==> src/rtl/wsad_pkg.sv <==
// ----------------------------------------------------------------------------
// wsad_pkg
// Shared constants and control types of the window statistics detector.
// ----------------------------------------------------------------------------
`default_nettype none
package wsad_pkg;

   localparam int WINDOW_MAX = 128;
   localparam int ADDR_BITS  = $clog2(WINDOW_MAX);
   localparam int FILL_BITS  = ADDR_BITS + 1;
   localparam int SAMPLE_W   = 16;
   localparam int DIV_STEPS  = 45;
   localparam int CNT_BITS   = 6;
   localparam int RSP_W      = 56;

   // configuration register indexes
   localparam logic [3:0] REG_WINDOW_LEN  = 4'd0;
   localparam logic [3:0] REG_MIN_SAMPLES = 4'd1;
   localparam logic [3:0] REG_LOWER_LIMIT = 4'd2;
   localparam logic [3:0] REG_UPPER_LIMIT = 4'd3;
   localparam logic [3:0] REG_RUN_LIMIT   = 4'd4;
   localparam logic [3:0] REG_CUSUM_SLACK = 4'd5;
   localparam logic [3:0] REG_CUSUM_LIMIT = 4'd6;
   localparam logic [3:0] REG_SIGMA_K     = 4'd7;

   typedef struct packed {
      logic load_x;
      logic drop_rd;
      logic drop_sq;
      logic drop_sub;
      logic push_sq;
      logic push;
      logic mul1;
      logic mul2;
      logic mul3;
      logic mul4;
      logic div_step;
      logic fin;
   } cmd_type;

   typedef struct packed {
      logic drop_needed;
   } sts_type;

endpackage
`default_nettype wire

==> src/rtl/wsad_ctrl.sv <==
// ----------------------------------------------------------------------------
// wsad_ctrl
// Sequencer: window trim, push, product steps, divide steps, result load.
// ----------------------------------------------------------------------------
`default_nettype none
module wsad_ctrl import wsad_pkg::*; (
   input  wire logic    clock,
   input  wire logic    reset,
   input  wire logic    req_tvalid,
   output logic         req_tready,
   output logic         rsp_tvalid,
   input  wire logic    rsp_tready,
   input  wire sts_type sts,
   output cmd_type      cmd
);

   localparam logic [3:0] S_IDLE = 4'd0;
   localparam logic [3:0] S_DCHK = 4'd1;
   localparam logic [3:0] S_DRD  = 4'd2;
   localparam logic [3:0] S_DSQ  = 4'd3;
   localparam logic [3:0] S_DSUB = 4'd4;
   localparam logic [3:0] S_PSQ  = 4'd5;
   localparam logic [3:0] S_PUSH = 4'd6;
   localparam logic [3:0] S_M1   = 4'd7;
   localparam logic [3:0] S_M2   = 4'd8;
   localparam logic [3:0] S_M3   = 4'd9;
   localparam logic [3:0] S_M4   = 4'd10;
   localparam logic [3:0] S_DIV  = 4'd11;
   localparam logic [3:0] S_FIN  = 4'd12;

   logic [3:0]          state_ff, state_in;
   logic [CNT_BITS-1:0] cnt_ff, cnt_in;
   logic                valid_ff, valid_in;

   always_comb begin
      state_in   = state_ff;
      cnt_in     = cnt_ff;
      cmd        = '0;
      req_tready = 1'b0;
      case (state_ff)
         S_IDLE: begin
            req_tready = 1'b1;
            if (req_tvalid) begin
               cmd.load_x = 1'b1;
               state_in   = S_DCHK;
            end
         end
         S_DCHK: state_in = sts.drop_needed ? S_DRD : S_PSQ;
         S_DRD: begin
            cmd.drop_rd = 1'b1;
            state_in    = S_DSQ;
         end
         S_DSQ: begin
            cmd.drop_sq = 1'b1;
            state_in    = S_DSUB;
         end
         S_DSUB: begin
            cmd.drop_sub = 1'b1;
            state_in     = S_DCHK;
         end
         S_PSQ: begin
            cmd.push_sq = 1'b1;
            state_in    = S_PUSH;
         end
         S_PUSH: begin
            cmd.push = 1'b1;
            state_in = S_M1;
         end
         S_M1: begin
            cmd.mul1 = 1'b1;
            state_in = S_M2;
         end
         S_M2: begin
            cmd.mul2 = 1'b1;
            state_in = S_M3;
         end
         S_M3: begin
            cmd.mul3 = 1'b1;
            state_in = S_M4;
         end
         S_M4: begin
            cmd.mul4 = 1'b1;
            cnt_in   = '0;
            state_in = S_DIV;
         end
         S_DIV: begin
            cmd.div_step = 1'b1;
            cnt_in       = cnt_ff + 1'b1;
            if (cnt_ff == CNT_BITS'(DIV_STEPS - 1)) begin
               state_in = S_FIN;
            end
         end
         S_FIN: begin
            // wait for the output register to drain
            if (!valid_ff || rsp_tready) begin
               cmd.fin  = 1'b1;
               state_in = S_IDLE;
            end
         end
         default: state_in = S_IDLE;
      endcase
   end

   always_comb begin
      if (cmd.fin) begin
         valid_in = 1'b1;
      end else if (rsp_tready) begin
         valid_in = 1'b0;
      end else begin
         valid_in = valid_ff;
      end
   end

   always_ff @(posedge clock) begin
      if (reset) begin
         state_ff <= S_IDLE;
         cnt_ff   <= '0;
         valid_ff <= 1'b0;
      end else begin
         state_ff <= state_in;
         cnt_ff   <= cnt_in;
         valid_ff <= valid_in;
      end
   end

   assign rsp_tvalid = valid_ff;

endmodule
`default_nettype wire

==> config.mk <==
export PLATFORM = sky130hd
export DESIGN_NAME = wsad_ctrl
export DESIGN_NICKNAME = d
export VERILOG_FILES = /design/src/rtl/wsad_pkg.sv /design/src/rtl/wsad_ctrl.sv
export SDC_FILE = /design/constraint.sdc
export NUM_CORES = 1
export LEC_CHECK = 0
export BUFFER_PORTS_ARGS = -buffer_cell sky130_fd_sc_hd__buf_2
export CAP_MARGIN = 20
export CORE_UTILIZATION = 42
export CTS_CLUSTER_SIZE = 14
export DETAILED_ROUTE_END_ITERATION = 8
export HOLD_SLACK_MARGIN = 0.02
export PLACE_DENSITY = 0.66
export SYNTH_ARGS = -nofsm -noshare
export SYNTH_HDL_FRONTEND = slang
export SYNTH_SLANG_ARGS = --single-unit
==> constraint.sdc <==
create_clock -name clock -period 1.5 [get_ports clock]
set_input_delay 0.15 -clock clock [delete_from_list [all_inputs] [get_ports clock]]
set_output_delay 0.15 -clock clock [all_outputs]
set_load 0.01 [all_outputs]
==> impl_metrics.tcl, run 1 <==
set metrics [dict create \
    seq_power_share_pct 43.0 \
    pre_cts_ws_ns 0.160 \
    nFillCells 142 \
    path_clk_slew_ns 0.08 \
    initial_core_util_pct 46.4 \
    synth_edf_count 0 \
    violations "setup timing" \
    core_area_um2 1540 \
    portBuffers 18 \
    cts_root_buf "clkbuf_4" \
    wl_per_cell_um 14.0 \
    hold_class "input port to flip-flop" \
    hold_violations 0 \
    track_usage_pct 20.2 \
    fin_util_pct 62.3 \
    clk_latency_ns 0.28 \
    yosys_register_bits 11 \
    startpoint_type "flip-flop" \
    yosysMostFrequentCell "nor2_1" \
    fin_crit_sh_pct 106 \
    drt_pass1_iterations 4 \
    worst_path_max_delay_cell "or4_4" \
    combPwrFrac_pct 28.2 \
    cp_top_family "simple AND/OR/NAND/NOR gates" \
    critPathMaxStageDelay_ns 0.54 \
    synth_top_area_share_pct 30.8 \
    die_x_um 43.3 \
    grt_pass1_vias 647 \
    path_class "flip-flop to output port" \
    finalWirelength_mm 1.94 \
    drtAntennaViolNets 0 \
    crit_chain "or4_4, inv_2, and2_1, buf_2" \
    clkPwrFrac_pct 28.7 \
    grt.overflow.total 0 \
    gp_congestion 0.804 \
    synthAdderAreaFrac_pct 3.50 \
    ios 19 \
    finalCriticalPeriod_ns 1.59 \
    grt_start_max_net_pins 14 \
    cts-buffers-inserted 3 \
    power.leakage_uw 0.000421 \
    p_sw_share_pct 30.6 \
    antenna_found_initial 0 \
    fmax_ghz 0.629 \
    internal-power_uw 508 \
    yosys-top-cells-area "dfxtp_1, nor2_1, nand2b_1, nor3_1, a21oi_1" \
    cts.sinks 11 \
    p_per_area_nw_per_um2 763 \
    worstMarginPinSlew_ns 0.315 \
    status "finished with violations" \
    synth_xor_area_share_pct 0 \
    ys_warn_count 0 \
    drive_gt1_share_pct 41.0 \
    ys_types 36 \
    ir_drop_mv 0.379 \
    avgSynthCellArea_um2 7.61 \
    synth-compound-area-share_pct 23.1 \
    first_iter_violations 19 \
    routed-via-count 824 \
    finalMaxSlewViolations 0 \
    critPathCaptureType "output port" \
    yosys.area.top_type "dfxtp_1" \
    fp-row-count 14 \
    power.total_uw 733 \
    fp.dieArea_um2 1870 \
    drc_errors 0 \
    drv_cap 0 \
    relSlewSlack_pct 78.8 \
    via_per_inst 5.97 \
    setup_viol 2 \
    required_ns 1.35 \
    syn-instance-count 94 \
    yosys.area_share.simple_pct 35.8 \
    syn_nets 101 \
    p_switching_uw 225 \
    clockBufferDepth 2 \
    rsz0062_at_grt "true" \
    crit_fanout 4 \
    fin_nets 130 \
    r2r_slack_ns 0.01 \
    synth_area_um2 716 \
    synthToLayoutAreaGrowth_pct 34.3 \
    critPathBufInv 2 \
    diodes 0 \
    async_flop_share_pct 0 \
    synth_top_family_by_area "simple AND/OR/NAND/NOR gates" \
    fin_ws_ns -0.0892 \
    synthMuxAreaShare_pct 0 \
    hpwl_mm 1.24 \
    cts_tree "done" \
    grt_pass1_wl_mm 2.86 \
    htreeDepth 1 \
    ys_seq_area_share_pct 30.8 \
    clock-skew-final_ns 0.00971 \
    die_y_um 43.3 \
    synth_commonest_cells "nor2_1, dfxtp_1, nand2b_1, nor3_1, a21oi_1" \
    synth_ff_type "dfxtp_1" \
    cp.arrival_ns 1.44 \
]
## registers in the layout (all words and copies together), names as in the netlist
name,cells
rsp_tvalid,1
state_ff,4
cnt_ff,6
## placed cells by master, fill, tap and decap left out, drive strengths merged
cell | synthesis | final
a211oi | 1 | 1
a21oi | 6 | 6
a2bb2oi | 1 | 1
a311oi | 2 | 2
a31oi | 1 | 1
a32oi | 1 | 1
a41oi | 2 | 2
and2 | 1 | 1
and2b | 1 | 1
and3 | 1 | 1
and3b | 1 | 1
and4b | 1 | 1
buf | 5 | 30
clkbuf | 2 | 4
dfxtp | 11 | 11
dlymetal6s2s | 0 | 1
ha | 2 | 2
inv | 3 | 3
nand2 | 5 | 5
nand2b | 7 | 7
nand3 | 3 | 3
nand3b | 1 | 1
nand4 | 1 | 1
nor2 | 12 | 12
nor2b | 1 | 1
nor3 | 8 | 8
o21a | 1 | 1
o21ai | 6 | 6
o21bai | 1 | 1
o311a | 1 | 1
o31ai | 1 | 1
or2 | 2 | 2
or3 | 1 | 1
or4 | 1 | 1
## worst register-to-register path: stages (launching register included)
cell and delay, ns:
dfxtp_2 0.34, or4_4 0.54, buf_4 0.16, o21a_1 0.17, a2bb2oi_2 0.12, nor3_2 0.06
## area by class of cell
| type | instances | area (um2) | share of cell area, % |
|---|---|---|---|
| Timing Repair Buffer | 31 | 200 | 20.8 |
| Sequential cell | 11 | 228 | 23.7 |
| Tap cell | 16 | 20.0 | 2.08 |
| Clock buffer | 4 | 26.3 | 2.73 |
| Multi-Input combinational cell | 73 | 475 | 49.5 |
| Inverter | 3 | 11.3 | 1.17 |
## logic make-up after synthesis
family,after synthesis
compound gates,24
fa+ha+maj,2
buf+inv,10
flops,11
simple gates,47
## timing repair
action | in CTS | in global routing
hold buffers | 0 | 0
setup endpoints to repair | 3 | 6
pin swaps | 2 | 1
buffers inserted | 1 | 5
gates resized for setup | 7 | 10
hold endpoints to repair | 0 | 0
## final timing paths
path / from / to / cells after the start
setup / recovery: state_ff[3] / cmd[11] / 4
hold / removal: req_tvalid / state_ff[3] / 3
setup reg to reg: state_ff[3] / state_ff[2] / 5
hold reg to reg: cnt_ff[5] / cnt_ff[5] / 1
## power groups by stage
stage	sequential (uW)	clock (uW)	combinational, uW
after floorplan	318	0	108
final	315	210	207
after CTS	315	212	179
after global placement	320	0	159
after detailed placement	320	0	161
after global routing	316	225	223
## metrics by stage
step | cells | area [um2] | setup TNS (ns) | hold WS (ns)
after floorplan | 94 | 716 | 0 | 0.222
after global placement | 128 | 841 | 0 | 0.475
after detailed placement | 128 | 841 | 0 | 0.476
after CTS | 133 | 887 | -0.110 | 0.188
after global routing | 138 | 961 | -0.251 | 0.191
final | 138 | 961 | -0.115 | 0.182
## layer usage
| layer | GRT usage, % | share of wire (%) | wire, um |
|---|---|---|---|
| met5 | 0 | 0 | 0 |
| met3 | 6.38 | 3.8 | 73 |
| met2 | 31.9 | 49 | 943 |
| met4 | 7.27 | 3.2 | 62 |
| met1 | 25.5 | 44 | 858 |
(Power assumes the default switching activity.)
==> run 2: changes to the inputs <==
--- a/config.mk
+++ b/config.mk
@@ -7,6 +7,7 @@
 export LEC_CHECK = 0
 export BUFFER_PORTS_ARGS = -buffer_cell sky130_fd_sc_hd__buf_2
 export CAP_MARGIN = 20
+export CORE_MARGIN = 2
 export CORE_UTILIZATION = 42
 export CTS_CLUSTER_SIZE = 14
 export DETAILED_ROUTE_END_ITERATION = 8
==> run 2 against run 1 <==
Net effect:
- the flow still finishes with violations (setup timing)
- power up 3.9%
- global-route usage is essentially flat
- largest power group unchanged
- via count unchanged
- hold slack better by 0.014 ns
- non-clock buffer count rose by 3
- cell count rose by 2.2%
- setup slack gained 0.0021 ns
- sequential share of layout area fell by 0.48 points
- combinational power grew 15%
- clock power about the same
==> impl_metrics.tcl, run 2 (same netlist as run 1, synthesis figures left out) <==
set metrics [dict create \
    final_cell_mix "buf_2, buf_4, nor2_1" \
    relSlewSlack_pct 76.9 \
    clk_latency_ns 0.27 \
    via_per_inst 5.84 \
    required_ns 1.35 \
    worst_path_max_delay_cell "or4_4" \
    fin_nets 133 \
    gp_congestion 0.802 \
    grt.overflow.total 0 \
    place_area_um2 833 \
    status "finished with violations" \
    p_per_area_nw_per_um2 776 \
    stdcell_area_um2 981 \
    grt_start_max_net_pins 13 \
    pre_cts_ws_ns 0.145 \
    track_usage_pct 20.1 \
    largest_register_ffs 6 \
    diodes 0 \
    first_iter_violations 29 \
    initial_core_util_pct 45.9 \
    cp.arrival_ns 1.44 \
    drv_cap 0 \
    portBuffers 18 \
    r2r_cells 5 \
    synthToLayoutAreaGrowth_pct 37.1 \
    drtAntennaViolNets 0 \
    cts-buffers-inserted 3 \
    fin_ws_ns -0.0870 \
    cts_root_buf "clkbuf_4" \
    setup_viol 2 \
    crit_fanout 4 \
    clock-skew-final_ns 0.0104 \
    fmax_ghz 0.630 \
    hold_buffers 0 \
    critPathMaxStageDelay_ns 0.55 \
    routed-via-count 824 \
    whs_ns 0.197 \
    grt_pass1_wl_mm 2.97 \
    hpwl_mm 1.29 \
    rsz0062_at_grt "true" \
    finalWirelength_mm 1.96 \
    core_area_um2 1560 \
    worst-path-stages 4 \
    hold_class "input port to flip-flop" \
    violations "setup timing" \
    cts.sinks 11 \
    cp_top_family "simple AND/OR/NAND/NOR gates" \
    htreeDepth 1 \
    die_x_um 45.3 \
    startpoint_type "flip-flop" \
    grt_pass1_vias 661 \
    hold_violations 0 \
    worstMarginPinSlew_ns 0.344 \
    power.leakage_uw 0.000429 \
    wl_per_cell_um 13.9 \
    antenna_found_initial 0 \
    finalMaxSlewViolations 0 \
    ios 19 \
    clockBufferDepth 2 \
    fin_crit_sh_pct 106 \
    critPathBufInv 2 \
    die_y_um 45.3 \
    tns_ns -0.0967 \
    worstHoldPathCells 2 \
    finalCriticalPeriod_ns 1.59 \
    ir_drop_mv 0.606 \
    mostFrequentLayoutCell "buf_2" \
    largest-register "cnt_ff" \
    drc_errors 0 \
    fp.dieArea_um2 2050 \
    drt_pass1_iterations 4 \
    drive_gt1_share_pct 41.6 \
    path_clk_slew_ns 0.08 \
    path_class "flip-flop to output port" \
    cts_tree "done" \
    crit_chain "or4_4, inv_2, and2_4, buf_6" \
    fp-row-count 14 \
    critPathCaptureType "output port" \
]
[run 2: cell count changes in the layout (fill, tap and decap cells not counted), sizes merged]
| cell | before | now |
|---|---|---|
| dlymetal6s2s | 1 | 0 |
| buf | 30 | 34 |
[run 2: metrics by stage]
step                      total power, uW  instances  util, %
after floorplan                       426         94        -
after global placement                485        127     53.5
after detailed placement              486        127     53.5
after CTS                             718        134     57.5
after global routing                  806        141     62.9
final                                 761        141     62.9
[run 2: final timing paths]
kind	startpoint	end	slack, ns
worst min-delay path	reset	cnt_ff[3]	0.20
worst min register to register	cnt_ff[5]	cnt_ff[5]	0.50
worst max-delay path	state_ff[2]	cmd[11]	-0.09
worst max register to register	state_ff[2]	state_ff[2]	-0.01
[run 2: routing by layer]
metal / vias up / track usage [%] / wire [um]
met5: - / 0 / 0
met4: 0 / 8.24 / 12
met3: 2 / 5.20 / 96
met2: 26 / 33.1 / 976
met1: 398 / 24.8 / 874
li1: 398 / - / -
[run 2: layout make-up]
cell class | count | area [um2]
clock buffers | 4 | 26.3
fillers | 145 | 578
inverters | 3 | 11.3
multi-input cells | 73 | 472
flip-flops and latches | 11 | 228
well taps | 16 | 20.0
repair buffers | 34 | 224
[run 2: report_power, final]
group          total, uW  switching [uW]  internal (uW)
clock                210             107            103
combinational        239             113            127
sequential           312            8.57            304
total                761             228            533
[run 2: timing repair]
action	CTS	global route
gates resized for setup	8	8
setup buffers	3	7
endpoints found under the setup margin	3	8
pin swaps	2	3
==> run 3: changes to the inputs <==
--- a/config.mk
+++ b/config.mk
@@ -13,6 +13,7 @@
 export DETAILED_ROUTE_END_ITERATION = 8
 export HOLD_SLACK_MARGIN = 0.02
 export PLACE_DENSITY = 0.66
+export REMOVE_ABC_BUFFERS = 1
 export SYNTH_ARGS = -nofsm -noshare
 export SYNTH_HDL_FRONTEND = slang
 export SYNTH_SLANG_ARGS = --single-unit
==> run 3 against run 2 <==
Net effect:
- the flow still finishes with violations (setup timing)
- power is 7.5% lower
- critical endpoint unchanged
- largest power group unchanged
- final area is 5.5% lower
- clock-buffer cell count stayed put
- wire length is 12% lower
- register-to-register slack hardly changed
- highest routed layer unchanged
==> impl_metrics.tcl, run 3 (same netlist as run 1, synthesis figures left out) <==
set metrics [dict create \
    hold_class "input port to flip-flop" \
    htreeDepth 1 \
    rsz0062_at_grt "true" \
    grt.overflow.total 0 \
    die_y_um 45.3 \
    fin_nets 125 \
    finalWirelength_mm 1.73 \
    p_per_area_nw_per_um2 759 \
    grt_start_max_net_pins 12 \
    drc_errors 0 \
    via_per_inst 5.74 \
    r2r_slack_ns 0 \
    final_cell_mix "buf_2, nor2_1, nor3_1, dfxtp_1" \
    grt_pass1_wl_mm 2.78 \
    first_iter_violations 13 \
    pre_cts_ws_ns 0.108 \
    antenna_found_initial 0 \
    routed-via-count 764 \
    clockBufferDepth 2 \
    fin_ws_ns -0.0910 \
    power.leakage_uw 0.000376 \
    fin_crit_sh_pct 106 \
    status "finished with violations" \
    required_ns 1.35 \
    largest_register_ffs 6 \
    cp.arrival_ns 1.44 \
    path_class "flip-flop to output port" \
    ios 19 \
    initial_core_util_pct 45.9 \
    relSlewSlack_pct 83.3 \
    drive_gt1_share_pct 37.6 \
    critPathCaptureType "output port" \
    drtAntennaViolNets 0 \
    portBuffers 18 \
    dp.cells 126 \
    violations "setup timing" \
    hold_violations 0 \
    path_clk_slew_ns 0.06 \
    grt_pass1_vias 625 \
    drt_pass1_iterations 4 \
    stdcell_count 133 \
    diodes 0 \
    tns_ns -0.107 \
    finalCriticalPeriod_ns 1.59 \
    drv_cap 0 \
    largest-register "cnt_ff" \
    startpoint_type "flip-flop" \
    fin_util_pct 59.5 \
    cts_root_buf "clkbuf_4" \
    hold_buffers 0 \
    fmax_ghz 0.629 \
    mostFrequentLayoutCell "buf_2" \
    die_x_um 45.3 \
    track_usage_pct 19.0 \
    finalMaxSlewViolations 0 \
    setup_viol 2 \
    fp-row-count 14 \
    ir_drop_mv 0.572 \
    clock-skew-final_ns 0.00204 \
    worst_path_max_delay_cell "or4_4" \
    cts_tree "done" \
    synthToLayoutAreaGrowth_pct 29.5 \
    wl_per_cell_um 13.0 \
    core_area_um2 1560 \
    clk_latency_ns 0.27 \
    fp.dieArea_um2 2050 \
    critPathMaxStageDelay_ns 0.52 \
    crit_chain "or4_4, inv_2, and2_1, buf_2" \
    worstMarginPinSlew_ns 0.249 \
    cts.sinks 11 \
    gp_congestion 0.822 \
    cts-buffers-inserted 3 \
    crit_fanout 4 \
    hpwl_mm 1.24 \
]
-- run 3: per-layer routing --
metal	GRT usage [%]	wire (um)	up-vias	share of wire, %
met5	0	0	-	0
met4	5.29	14	0	0.81
met3	6.00	108	2	6.2
met2	28.3	821	28	47
met1	26.3	787	349	45
li1	-	-	385	-
-- run 3: worst paths after layout --
| kind | to | startpoint | cells after the start |
|---|---|---|---|
| min | cnt_ff[1] | reset | 2 |
| max reg2reg | state_ff[2] | state_ff[3] | 5 |
| max | cmd[11] | state_ff[3] | 4 |
| min reg2reg | cnt_ff[5] | cnt_ff[5] | 1 |
-- run 3: layout make-up --
| cell class | count | area, um2 |
|---|---|---|
| repair buffers | 26 | 164 |
| multi-input cells | 73 | 473 |
| clock buffers | 4 | 26.3 |
| fillers | 152 | 632 |
| inverters | 3 | 11.3 |
| well taps | 16 | 20.0 |
| flip-flops and latches | 11 | 233 |
-- run 3: critical path, delay by kind of cell, from the launching register on --
| kind | cells | cell delay (ns) |
|---|---|---|
| flip-flops | 1 | 0.36 |
| buffers and inverters | 2 | 0.18 |
| AND/OR/NAND/NOR | 2 | 0.62 |
-- run 3: report_power, final --
part / switching, uW / total, uW / internal [uW]
logic: 94.6 / 186 / 91.7
registers: 13.6 / 315 / 301
clock network: 99.1 / 202 / 103
-- run 3: what timing repair did --
item / in CTS / in global routing
buffers inserted: 3 / 0
resized for setup: 6 / 14
endpoints found under the setup margin: 3 / 12
pin swaps: 2 / 1
-- run 3: through the flow --
| stage | instance area (um2) | total power, uW | hold WS (ns) |
|---|---|---|---|
| 3_3_place_gp | 826 | 473 | 0.471 |
| 4_1_cts | 885 | 695 | 0.184 |
| 6_report | 927 | 704 | 0.185 |
| 5_1_grt | 927 | 741 | 0.197 |
| 3_5_place_dp | 826 | 473 | 0.471 |
| 2_1_floorplan | 678 | 418 | 0.219 |
